<file path="config.mk">
export PLATFORM = sky130hd
export DESIGN_NAME = proper_divisor_sum_flat
export DESIGN_NICKNAME = d
export VERILOG_FILES = /design/src/design/psum_pkg.sv /design/src/design/psum_if.sv /design/src/design/psum_div.sv /design/src/design/psum_mul.sv /design/src/design/proper_divisor_sum.sv /design/src/flat_wrapper.sv
export SDC_FILE = /design/constraint.sdc
export NUM_CORES = 2
export LEC_CHECK = 0
export ABC_CLOCK_PERIOD_IN_PS = 12100
export BUFFER_PORTS_ARGS = -buffer_cell sky130_fd_sc_hd__buf_2
export CAP_MARGIN = 5
export CORE_AREA = 2 2 286 288
export CTS_CLUSTER_SIZE = 8
export DETAILED_ROUTE_END_ITERATION = 8
export DIE_AREA = 0 0 288 290
export GPL_TIMING_DRIVEN = 0
export HOLD_SLACK_MARGIN = 0.08
export PLACE_DENSITY = 0.65
export SLEW_MARGIN = 15
export SYNTH_ARGS = -nofsm -noshare
export SYNTH_HDL_FRONTEND = slang
export SYNTH_SLANG_ARGS = --single-unit
</file>
<file path="constraint.sdc">
create_clock -name clock -period 12.1 [get_ports clock]
set_input_delay 1.815 -clock clock [delete_from_list [all_inputs] [get_ports clock]]
set_output_delay 1.815 -clock clock [all_outputs]
set_load 0.02 [all_outputs]
</file>
<file path="src/design/psum_pkg.sv">
`timescale 1ns / 1ps
// ----------------------------------------------------------------------------
// psum_pkg: shared types and constants for the proper divisor sum block
// Holds the field widths, the sequencer state type and the status record of
// the bit-serial arithmetic units.
// ----------------------------------------------------------------------------
package psum_pkg;

   localparam int NUMBER_WIDTH_DEF = 40;
   localparam int SUM_WIDTH        = 43;

   // Sequencer states, one-hot
   typedef enum logic [5:0] {
      S_IDLE     = 6'b000001,
      S_DIV      = 6'b000010,
      S_MUL_POW  = 6'b000100,
      S_MUL_PROD = 6'b001000,
      S_MUL_LAST = 6'b010000,
      S_DONE     = 6'b100000
   } state_type;

   // Status of one serial unit
   typedef struct packed {
      logic busy;
      logic done;
   } unit_sts_type;

endpackage

</file>
<file path="src/design/psum_if.sv">
`timescale 1ns / 1ps
// ----------------------------------------------------------------------------
// psum_req_if / psum_rsp_if: request and response channels
// Valid/ready channels carrying the input number and the divisor sum.
// ----------------------------------------------------------------------------
interface psum_req_if #(
   parameter int NUMBER_WIDTH = psum_pkg::NUMBER_WIDTH_DEF
);
   logic                    valid;
   logic                    ready;
   logic [NUMBER_WIDTH-1:0] number_in;

   modport source (output valid, output number_in, input ready);
   modport sink   (input valid, input number_in, output ready);
endinterface

interface psum_rsp_if;
   logic                           valid;
   logic                           ready;
   logic [psum_pkg::SUM_WIDTH-1:0] divisor_sum;

   modport source (output valid, output divisor_sum, input ready);
   modport sink   (input valid, input divisor_sum, output ready);
endinterface

</file>
<file path="src/design/psum_div.sv">
`timescale 1ns / 1ps
// ----------------------------------------------------------------------------
// psum_div: bit-serial restoring divider
// Produces one quotient bit per cycle; quotient and remainder hold after done.
// ----------------------------------------------------------------------------
module psum_div #(
   parameter int NUMBER_WIDTH = psum_pkg::NUMBER_WIDTH_DEF
) (
   input  logic                    clock,
   input  logic                    reset,
   input  logic                    start,
   input  logic [NUMBER_WIDTH-1:0] dividend,
   input  logic [NUMBER_WIDTH-1:0] divisor,
   output logic [NUMBER_WIDTH-1:0] quotient,
   output logic [NUMBER_WIDTH-1:0] remainder,
   output psum_pkg::unit_sts_type  sts
);
   localparam int CW = $clog2(NUMBER_WIDTH + 1);

   logic [NUMBER_WIDTH-1:0] rem_ff, rem_in, quo_ff, quo_in, dvs_ff, dvs_in;
   logic [CW-1:0]           cnt_ff, cnt_in;
   logic                    busy_ff, busy_in, done_ff, done_in;
   logic [NUMBER_WIDTH:0]   trial, diff;

   // One restoring step: shift in next dividend bit, subtract if it fits
   always_comb begin
      trial   = {rem_ff, quo_ff[NUMBER_WIDTH-1]};
      diff    = trial - {1'b0, dvs_ff};
      rem_in  = rem_ff;
      quo_in  = quo_ff;
      dvs_in  = dvs_ff;
      cnt_in  = cnt_ff;
      busy_in = busy_ff;
      done_in = 1'b0;
      if (start) begin
         rem_in  = '0;
         quo_in  = dividend;
         dvs_in  = divisor;
         cnt_in  = CW'(NUMBER_WIDTH);
         busy_in = 1'b1;
      end else if (busy_ff) begin
         rem_in = diff[NUMBER_WIDTH] ? trial[NUMBER_WIDTH-1:0] : diff[NUMBER_WIDTH-1:0];
         quo_in = {quo_ff[NUMBER_WIDTH-2:0], ~diff[NUMBER_WIDTH]};
         cnt_in = cnt_ff - CW'(1);
         if (cnt_ff == CW'(1)) begin
            busy_in = 1'b0;
            done_in = 1'b1;
         end
      end
   end

   // Control registers
   always_ff @(posedge clock) begin
      if (reset) begin
         busy_ff <= 1'b0;
         done_ff <= 1'b0;
      end else begin
         busy_ff <= busy_in;
         done_ff <= done_in;
      end
   end

   // Datapath registers
   always_ff @(posedge clock) begin
      rem_ff <= rem_in;
      quo_ff <= quo_in;
      dvs_ff <= dvs_in;
      cnt_ff <= cnt_in;
   end

   assign quotient  = quo_ff;
   assign remainder = rem_ff;
   assign sts.busy  = busy_ff;
   assign sts.done  = done_ff;

endmodule

</file>
<file path="src/design/psum_mul.sv">
`timescale 1ns / 1ps
// ----------------------------------------------------------------------------
// psum_mul: bit-serial shift-add multiplier
// Multiplies two SUM_WIDTH operands modulo 2^SUM_WIDTH, one multiplier bit
// per cycle, stopping as soon as the remaining multiplier bits are zero.
// ----------------------------------------------------------------------------
module psum_mul (
   input  logic                           clock,
   input  logic                           reset,
   input  logic                           start,
   input  logic [psum_pkg::SUM_WIDTH-1:0] op_a,
   input  logic [psum_pkg::SUM_WIDTH-1:0] op_b,
   output logic [psum_pkg::SUM_WIDTH-1:0] product,
   output psum_pkg::unit_sts_type         sts
);
   localparam int SW = psum_pkg::SUM_WIDTH;

   logic [SW-1:0] acc_ff, acc_in, mca_ff, mca_in, mpb_ff, mpb_in;
   logic          busy_ff, busy_in, done_ff, done_in;

   // Add the shifted multiplicand for each set multiplier bit
   always_comb begin
      acc_in  = acc_ff;
      mca_in  = mca_ff;
      mpb_in  = mpb_ff;
      busy_in = busy_ff;
      done_in = 1'b0;
      if (start) begin
         acc_in  = '0;
         mca_in  = op_a;
         mpb_in  = op_b;
         busy_in = 1'b1;
      end else if (busy_ff) begin
         if (mpb_ff == '0) begin
            busy_in = 1'b0;
            done_in = 1'b1;
         end else begin
            acc_in = mpb_ff[0] ? acc_ff + mca_ff : acc_ff;
            mca_in = {mca_ff[SW-2:0], 1'b0};
            mpb_in = {1'b0, mpb_ff[SW-1:1]};
         end
      end
   end

   // Control registers
   always_ff @(posedge clock) begin
      if (reset) begin
         busy_ff <= 1'b0;
         done_ff <= 1'b0;
      end else begin
         busy_ff <= busy_in;
         done_ff <= done_in;
      end
   end

   // Datapath registers
   always_ff @(posedge clock) begin
      acc_ff <= acc_in;
      mca_ff <= mca_in;
      mpb_ff <= mpb_in;
   end

   assign product  = acc_ff;
   assign sts.busy = busy_ff;
   assign sts.done = done_ff;

endmodule

</file>
<file path="src/design/proper_divisor_sum.sv">
`timescale 1ns / 1ps
// ----------------------------------------------------------------------------
// proper_divisor_sum: sum of the proper divisors of one integer
// Factors the request by trial division and multiplies the prime-power
// divisor sums, returning sigma(n) - n modulo 2^43.
// ----------------------------------------------------------------------------
// One request is worked at a time. The block tries divisor 2 and then the odd
// divisors 3, 5, 7 and upward until the divisor squared exceeds the unfactored
// rest; each trial is one pass of the bit-serial divider. Every prime power
// found adds a serial multiply and one more division. The inputs 0 and 1
// skip the factoring and return zero.
// The divider sets the rate. A new request is taken once the previous
// response has been handed to the output register.
module proper_divisor_sum #(
   parameter int NUMBER_WIDTH = psum_pkg::NUMBER_WIDTH_DEF
) (
   input  logic          clock,
   input  logic          reset,
   psum_req_if.sink      req_chan,
   psum_rsp_if.source    rsp_chan
);
   localparam int SW = psum_pkg::SUM_WIDTH;
   localparam int NW = NUMBER_WIDTH;

   psum_pkg::state_type    state_ff, state_in;
   psum_pkg::unit_sts_type div_sts, mul_sts;

   logic [NW-1:0] num_ff, num_in, rest_ff, rest_in, dvr_ff, dvr_in;
   logic [SW-1:0] prod_ff, prod_in, term_ff, term_in, pow_ff, pow_in;
   logic [SW-1:0] res_ff, res_in, out_ff, out_in;
   logic          inner_ff, inner_in, out_vld_ff, out_vld_in;
   logic          div_go, mul_go;
   logic [NW-1:0] div_a, quo, rem, dvr_next;
   logic [SW-1:0] mul_a, mul_b, mul_p;

   assign dvr_next = (dvr_ff == NW'(2)) ? NW'(3) : dvr_ff + NW'(2);

   // Sequencer
   always_comb begin
      state_in   = state_ff;
      num_in     = num_ff;
      rest_in    = rest_ff;
      dvr_in     = dvr_ff;
      prod_in    = prod_ff;
      term_in    = term_ff;
      pow_in     = pow_ff;
      res_in     = res_ff;
      inner_in   = inner_ff;
      out_in     = out_ff;
      out_vld_in = out_vld_ff && !rsp_chan.ready;
      div_go     = 1'b0;
      div_a      = rest_ff;
      mul_go     = 1'b0;
      mul_a      = prod_ff;
      mul_b      = term_ff;
      unique case (state_ff)
         psum_pkg::S_IDLE: begin
            if (req_chan.valid) begin
               num_in   = req_chan.number_in;
               rest_in  = req_chan.number_in;
               dvr_in   = NW'(2);
               prod_in  = SW'(1);
               inner_in = 1'b0;
               if (req_chan.number_in <= NW'(1)) begin
                  res_in   = '0;
                  state_in = psum_pkg::S_DONE;
               end else begin
                  div_go   = 1'b1;
                  div_a    = req_chan.number_in;
                  state_in = psum_pkg::S_DIV;
               end
            end
         end
         psum_pkg::S_DIV: begin
            if (div_sts.done) begin
               if (inner_ff) begin
                  if (rem == '0) begin
                     // strip one more factor
                     rest_in  = quo;
                     mul_go   = 1'b1;
                     mul_a    = pow_ff;
                     mul_b    = SW'(dvr_ff);
                     state_in = psum_pkg::S_MUL_POW;
                  end else begin
                     // fold the factor sum into the product
                     inner_in = 1'b0;
                     mul_go   = 1'b1;
                     state_in = psum_pkg::S_MUL_PROD;
                  end
               end else if (dvr_ff > quo) begin
                  if (rest_ff != NW'(1)) begin
                     mul_go   = 1'b1;
                     mul_b    = SW'(rest_ff) + SW'(1);
                     state_in = psum_pkg::S_MUL_LAST;
                  end else begin
                     res_in   = prod_ff - SW'(num_ff);
                     state_in = psum_pkg::S_DONE;
                  end
               end else if (rem == '0) begin
                  inner_in = 1'b1;
                  term_in  = SW'(1);
                  rest_in  = quo;
                  mul_go   = 1'b1;
                  mul_a    = SW'(1);
                  mul_b    = SW'(dvr_ff);
                  state_in = psum_pkg::S_MUL_POW;
               end else begin
                  dvr_in = dvr_next;
                  div_go = 1'b1;
               end
            end
         end
         psum_pkg::S_MUL_POW: begin
            if (mul_sts.done) begin
               pow_in   = mul_p;
               term_in  = term_ff + mul_p;
               div_go   = 1'b1;
               state_in = psum_pkg::S_DIV;
            end
         end
         psum_pkg::S_MUL_PROD: begin
            if (mul_sts.done) begin
               prod_in  = mul_p;
               dvr_in   = dvr_next;
               div_go   = 1'b1;
               state_in = psum_pkg::S_DIV;
            end
         end
         psum_pkg::S_MUL_LAST: begin
            if (mul_sts.done) begin
               res_in   = mul_p - SW'(num_ff);
               state_in = psum_pkg::S_DONE;
            end
         end
         psum_pkg::S_DONE: begin
            // hand off when the output register is free
            if (!out_vld_ff || rsp_chan.ready) begin
               out_in     = res_ff;
               out_vld_in = 1'b1;
               state_in   = psum_pkg::S_IDLE;
            end
         end
         default: state_in = psum_pkg::S_IDLE;
      endcase
   end

   // Control registers
   always_ff @(posedge clock) begin
      if (reset) begin
         state_ff   <= psum_pkg::S_IDLE;
         out_vld_ff <= 1'b0;
         inner_ff   <= 1'b0;
      end else begin
         state_ff   <= state_in;
         out_vld_ff <= out_vld_in;
         inner_ff   <= inner_in;
      end
   end

   // Datapath registers
   always_ff @(posedge clock) begin
      num_ff  <= num_in;
      rest_ff <= rest_in;
      dvr_ff  <= dvr_in;
      prod_ff <= prod_in;
      term_ff <= term_in;
      pow_ff  <= pow_in;
      res_ff  <= res_in;
      out_ff  <= out_in;
   end

   psum_div #(.NUMBER_WIDTH(NW)) u_div (
      .clock     (clock),
      .reset     (reset),
      .start     (div_go),
      .dividend  (div_a),
      .divisor   (dvr_in),
      .quotient  (quo),
      .remainder (rem),
      .sts       (div_sts)
   );

   psum_mul u_mul (
      .clock   (clock),
      .reset   (reset),
      .start   (mul_go),
      .op_a    (mul_a),
      .op_b    (mul_b),
      .product (mul_p),
      .sts     (mul_sts)
   );

   assign req_chan.ready       = (state_ff == psum_pkg::S_IDLE);
   assign rsp_chan.valid       = out_vld_ff;
   assign rsp_chan.divisor_sum = out_ff;

`ifndef ASSERT_OFF
   // The two serial units never run at the same time
   a_units_excl: assert property (@(posedge clock) disable iff (reset)
      !(div_sts.busy && mul_sts.busy))
      else $error("divider and multiplier busy together");

   // Trial divisor is 2 or odd while factoring
   a_dvr_odd: assert property (@(posedge clock) disable iff (reset)
      (state_ff == psum_pkg::S_DIV) |-> (dvr_ff[0] || dvr_ff == NW'(2)))
      else $error("even trial divisor above 2");

   // The unfactored rest never reaches zero
   a_rest_nz: assert property (@(posedge clock) disable iff (reset)
      (state_ff == psum_pkg::S_DIV || state_ff == psum_pkg::S_MUL_POW) |-> rest_ff != '0)
      else $error("rest became zero");

   // A completed division always belongs to the divide state
   a_div_done: assert property (@(posedge clock) disable iff (reset)
      div_sts.done |-> state_ff == psum_pkg::S_DIV)
      else $error("stray divider completion");
`endif

endmodule

</file>
<file path="src/flat_wrapper.sv">
// flat-port wrapper written by rule: the top's interface ports become plain ports
module proper_divisor_sum_flat 
#(
   parameter int NUMBER_WIDTH = psum_pkg::NUMBER_WIDTH_DEF
)
  (clock, reset, req_chan_valid, req_chan_number_in, req_chan_ready, rsp_chan_valid, rsp_chan_divisor_sum, rsp_chan_ready);
  psum_req_if #(.NUMBER_WIDTH(NUMBER_WIDTH)) req_chan_i ();
  psum_rsp_if rsp_chan_i ();
  input  logic clock;
  input  logic reset;
  input wire logic [$bits(req_chan_i.valid)-1:0] req_chan_valid;
  input wire logic [$bits(req_chan_i.number_in)-1:0] req_chan_number_in;
  output wire logic [$bits(req_chan_i.ready)-1:0] req_chan_ready;
  output wire logic [$bits(rsp_chan_i.valid)-1:0] rsp_chan_valid;
  output wire logic [$bits(rsp_chan_i.divisor_sum)-1:0] rsp_chan_divisor_sum;
  input wire logic [$bits(rsp_chan_i.ready)-1:0] rsp_chan_ready;
  assign req_chan_i.valid = req_chan_valid;
  assign req_chan_i.number_in = req_chan_number_in;
  assign req_chan_ready = req_chan_i.ready;
  assign rsp_chan_valid = rsp_chan_i.valid;
  assign rsp_chan_divisor_sum = rsp_chan_i.divisor_sum;
  assign rsp_chan_i.ready = rsp_chan_ready;
  proper_divisor_sum #(.NUMBER_WIDTH(NUMBER_WIDTH)) u_core (.clock(clock), .reset(reset), .req_chan(req_chan_i), .rsp_chan(rsp_chan_i));
endmodule
</file>
==> run_results.csv <==
group,metric,value,unit
grt,use_met1,0.3904,
setup_path,r2r_cells,20,
setup_path,cp.required,12440,ps
grt,grtUsageMet2,0.4119,
timing,hold_slack,411.7,ps
finish,antennaDiodeCount,0,
grt,grtUsageTotal,0.2759,
power_and_ir_drop,p_seq_frac,0.359,
setup_path,critPathLaunch,"u_core.state_ff[2]",
detailed_routing,drt-wirelength-per-cell,23.70,µm
floorplanning,die-height,290,µm
power_and_ir_drop,p_int,5.312,mW
clock_network,clk_path_buf_depth,3,
yosys,ys_types,94,
floorplanning,die-area,0.08352,mm²
yosys,ys_seq_area_frac,0.4657,
detailed_routing,drc_errors,0,
min_path,hold_end,"u_core.rsp_chan.divisor_sum[30]",
min_path,min_path_type,"flop to flop",
power_and_ir_drop,clockPowerShare,0.266,
place,hpwl,90760,µm
power_and_ir_drop,finalPower,8.530,mW
floorplanning,core,0.08016,mm²
setup_path,critPathLaunchType,"flop",
timing,worst_pin_slew,1196,ps
timing,period_share,0.5206,
clock_network,cts_buffers,85,
yosys,synth-edff-count,461,
clock_network,ctsHtreeMaxLevel,3,
finish,fillCellCount,7472,
setup_path,path_class,"flop to flop",
timing,finalSetupTns,0,ps
detailed_routing,vias,30130,
timing,setup_viol,0,
place,numPortBuffers,88,
clock_network,cts_setup_buffers,0,
yosys,synth_top_area_share,0.3868,
floorplanning,num_rows,104,
yosys,ys_ff_latch,602,
min_path,hold_path.startpoint,"u_core.res_ff[30]",
grt,gr-usage-met3,0.05118,
grt,grt_pass1_wl,174500,µm
place,dpl.cell_count,4835,
detailed_routing,via_per_inst,6.040,
timing,clock.fmax,0.1587,GHz
grt,grt_max_degree,50,
timing,finalClockSkew,43.68,ps
grt,antenna_found_initial,0,
grt,busiest_layer,"met2",
clock_network,cts.sinks,602,
finish,drive_above_1_share,0.09369,
clock_network,cts-root-buf,"clkbuf_16",
run,drv_cap,0,
floorplanning,num_io_pins,89,
clock_network,worstSkewPairLatency,650,ps
detailed_routing,ant_nets,0,
setup_path,timing.rr.start,"u_core.state_ff[2]",
clock_network,cts_hold_buffers,0,
place,place_congestion,0.9682,
yosys,syn_area,0.03579,mm²
grt,grt_pass1_vias,28010,
power_and_ir_drop,leakage,16.39,nW
finish,nets,4119,
floorplanning,start_util,0.4465,
power_and_ir_drop,irDropWorstVdd,0.1075,mV
run_status,outcome,"finished, final reports clean",
yosys,synth_area_leaders,"edfxtp_1, dfxtp_1, ha_1",
yosys,syn-num-nets,3927,
clock_network,cts-resized-gates,0,
setup_path,critPathCaptureType,"flop",
finish,final_cell_mix,"edfxtp_1, nor2_1, nand2_1, a21oi_1, ha_1",
yosys,ys_async_sr_fraction,0,
finish,syn_to_final_growth,12.88,%
yosys,synthCells,3670,
timing,drv_slew,0,
detailed_routing,drt_first_pass_iters,6,
finish,stdcell_count,4988,
yosys,yosysWarnings,0,
setup_path,cp_max_fo,10,
power_and_ir_drop,p_sw,3.218,mW
detailed_routing,wl,118200,µm
clock_network,clk_pin_slew,50,ps
power_and_ir_drop,swShare,0.3773,
power_and_ir_drop,power_density,211.2,mW/mm²
timing,relSlewSlack,0.2027,
yosys,syn_area_per_cell,9.752,µm²
setup_path,reg2reg_to,"u_core.res_ff[42]",
finish,final_common_cell,"edfxtp_1",
timing,hold_violations,0,
yosys,synth_area_leader_cell,"edfxtp_1",
min_path,min_path_cells,0,
detailed_routing,drtIter0Drc,3263,
timing,rsz0062_at_grt,"no",
setup_path,r2r_slack,5800,ps
setup_path,arrival,6640,ps
power_and_ir_drop,comb_power_share,0.375,
grt,grt_overflow_total,0,
floorplanning,die_width,288,µm
yosys,ys.flop_type,"edfxtp_1",
timing,period_needed,6299,ps
clock_network,cts_tree,"yes",
==> logic make-up (layout without fill, tap and decap cells) <==
| logic type | count (synthesis) | count (layout) | synth area share |
|---|---|---|---|
| xor gates and xnor gates | 180 | 180 | 0.04405 |
| muxes | 135 | 135 | 0.03940 |
| AOI/OAI and AO/OA | 966 | 966 | 0.1748 |
| and+or+nand+nor | 1222 | 1222 | 0.1611 |
| buffers and inverters | 352 | 610 | 0.03958 |
| DFF | 602 | 602 | 0.4657 |
| adders and majority gates | 213 | 213 | 0.07531 |
==> power by group through the flow <==
stage / logic (mW) / clock network (mW) / registers [mW]
after floorplan: 2.26 / 0 / 3.01
after detailed placement: 3.14 / 0 / 3.09
final: 3.20 / 2.27 / 3.06
after global routing: 3.49 / 2.37 / 3.10
after global placement: 3.05 / 0 / 3.12
after CTS: 3.16 / 2.29 / 3.05
==> registers in the layout, summed over array words and instances (netlist names), 43 cells and up <==
register	flops
u_core.u_mul.mca_ff	43
u_core.u_mul.product	43
u_core.term_ff	43
u_core.pow_ff	43
u_core.prod_ff	43
u_core.u_mul.mpb_ff	43
u_core.rsp_chan.divisor_sum	43
u_core.res_ff	43
==> stage by stage <==
step	setup slack, ps	instance area (µm²)	util
after global routing	5524	40400	0.5040
final	5801	40400	0.5040
after CTS	5803	40400	0.5040
after detailed placement	5832	37880	0.4726
after global placement	3436	37550	0.4685
after floorplan	6138	35790	-
==> critical path, stage by stage, from the launching register on <==
cell,delay [ps]
dfxtp_1,320
clkbuf_1,310
nor4_1,90
nand3b_1,240
clkbuf_1,540
clkbuf_1,770
mux2i_1,500
ha_1,250
inv_1,50
fa_1,440
a211oi_2,250
o211ai_1,140
a41o_1,280
o221a_2,290
a31oi_4,260
o22ai_1,190
nor2_1,240
o22ai_1,140
nor2_1,390
xnor2_1,180
o22ai_1,110
==> cell usage after synthesis (all sizes together), types with 5 or more instances <==
master and instances:
a211oi 53, a21boi 7, a21o 116, a21oi 299, a221oi 60, a22oi 7, a31oi 45, a41oi 5
and2 58, and3 34, and4 10, buf 56, clkbuf 116, dfxtp 141, edfxtp 461, ha 209
inv 180, mux2 47, mux2i 88, nand2 311, nand2b 37, nand3 84, nand3b 8, nand4 44
nor2 431, nor2b 34, nor3 61, nor3b 10, nor4 56, nor4b 6, o211ai 26, o21a 30
o21ai 209, o21bai 21, o221ai 8, o22ai 16, o31ai 10, o41ai 5, or2 15, or3 15
xnor2 103, xor2 77
==> per-layer routing <==
metal | part of all wire | up-vias
met1 | 0.43 | 14540
li1 | - | 13890
met4 | 0.045 | 0
met3 | 0.096 | 269
met5 | 0 | -
met2 | 0.43 | 1436
==> layout make-up <==
class                           count  area [µm²]  area share
Tap cell                         1060        1326     0.03283
Clock buffer                      146        2366     0.05857
Multi-Input combinational cell   2716       17750      0.4394
Clock inverter                      7       147.6    0.003655
Buffer                            172       740.7     0.01834
Sequential cell                   602       16670      0.4126
Inverter                          180       675.6     0.01672
Timing Repair Buffer              105       724.4     0.01793
==> worst max path at each step <==
stage / cells past startpoint / slack (ps) / to
floorplan: 5 / 6140 / u_core.res_ff[0]
CTS: 20 / 5800 / u_core.res_ff[42]
global route: 20 / 5520 / u_core.res_ff[42]
detailed placement: 20 / 5830 / u_core.res_ff[42]
global placement: 12 / 3440 / u_core.rest_ff[12]
finish: 20 / 5800 / u_core.res_ff[42]
No activity file was read; power rests on OpenSTA's default activity.
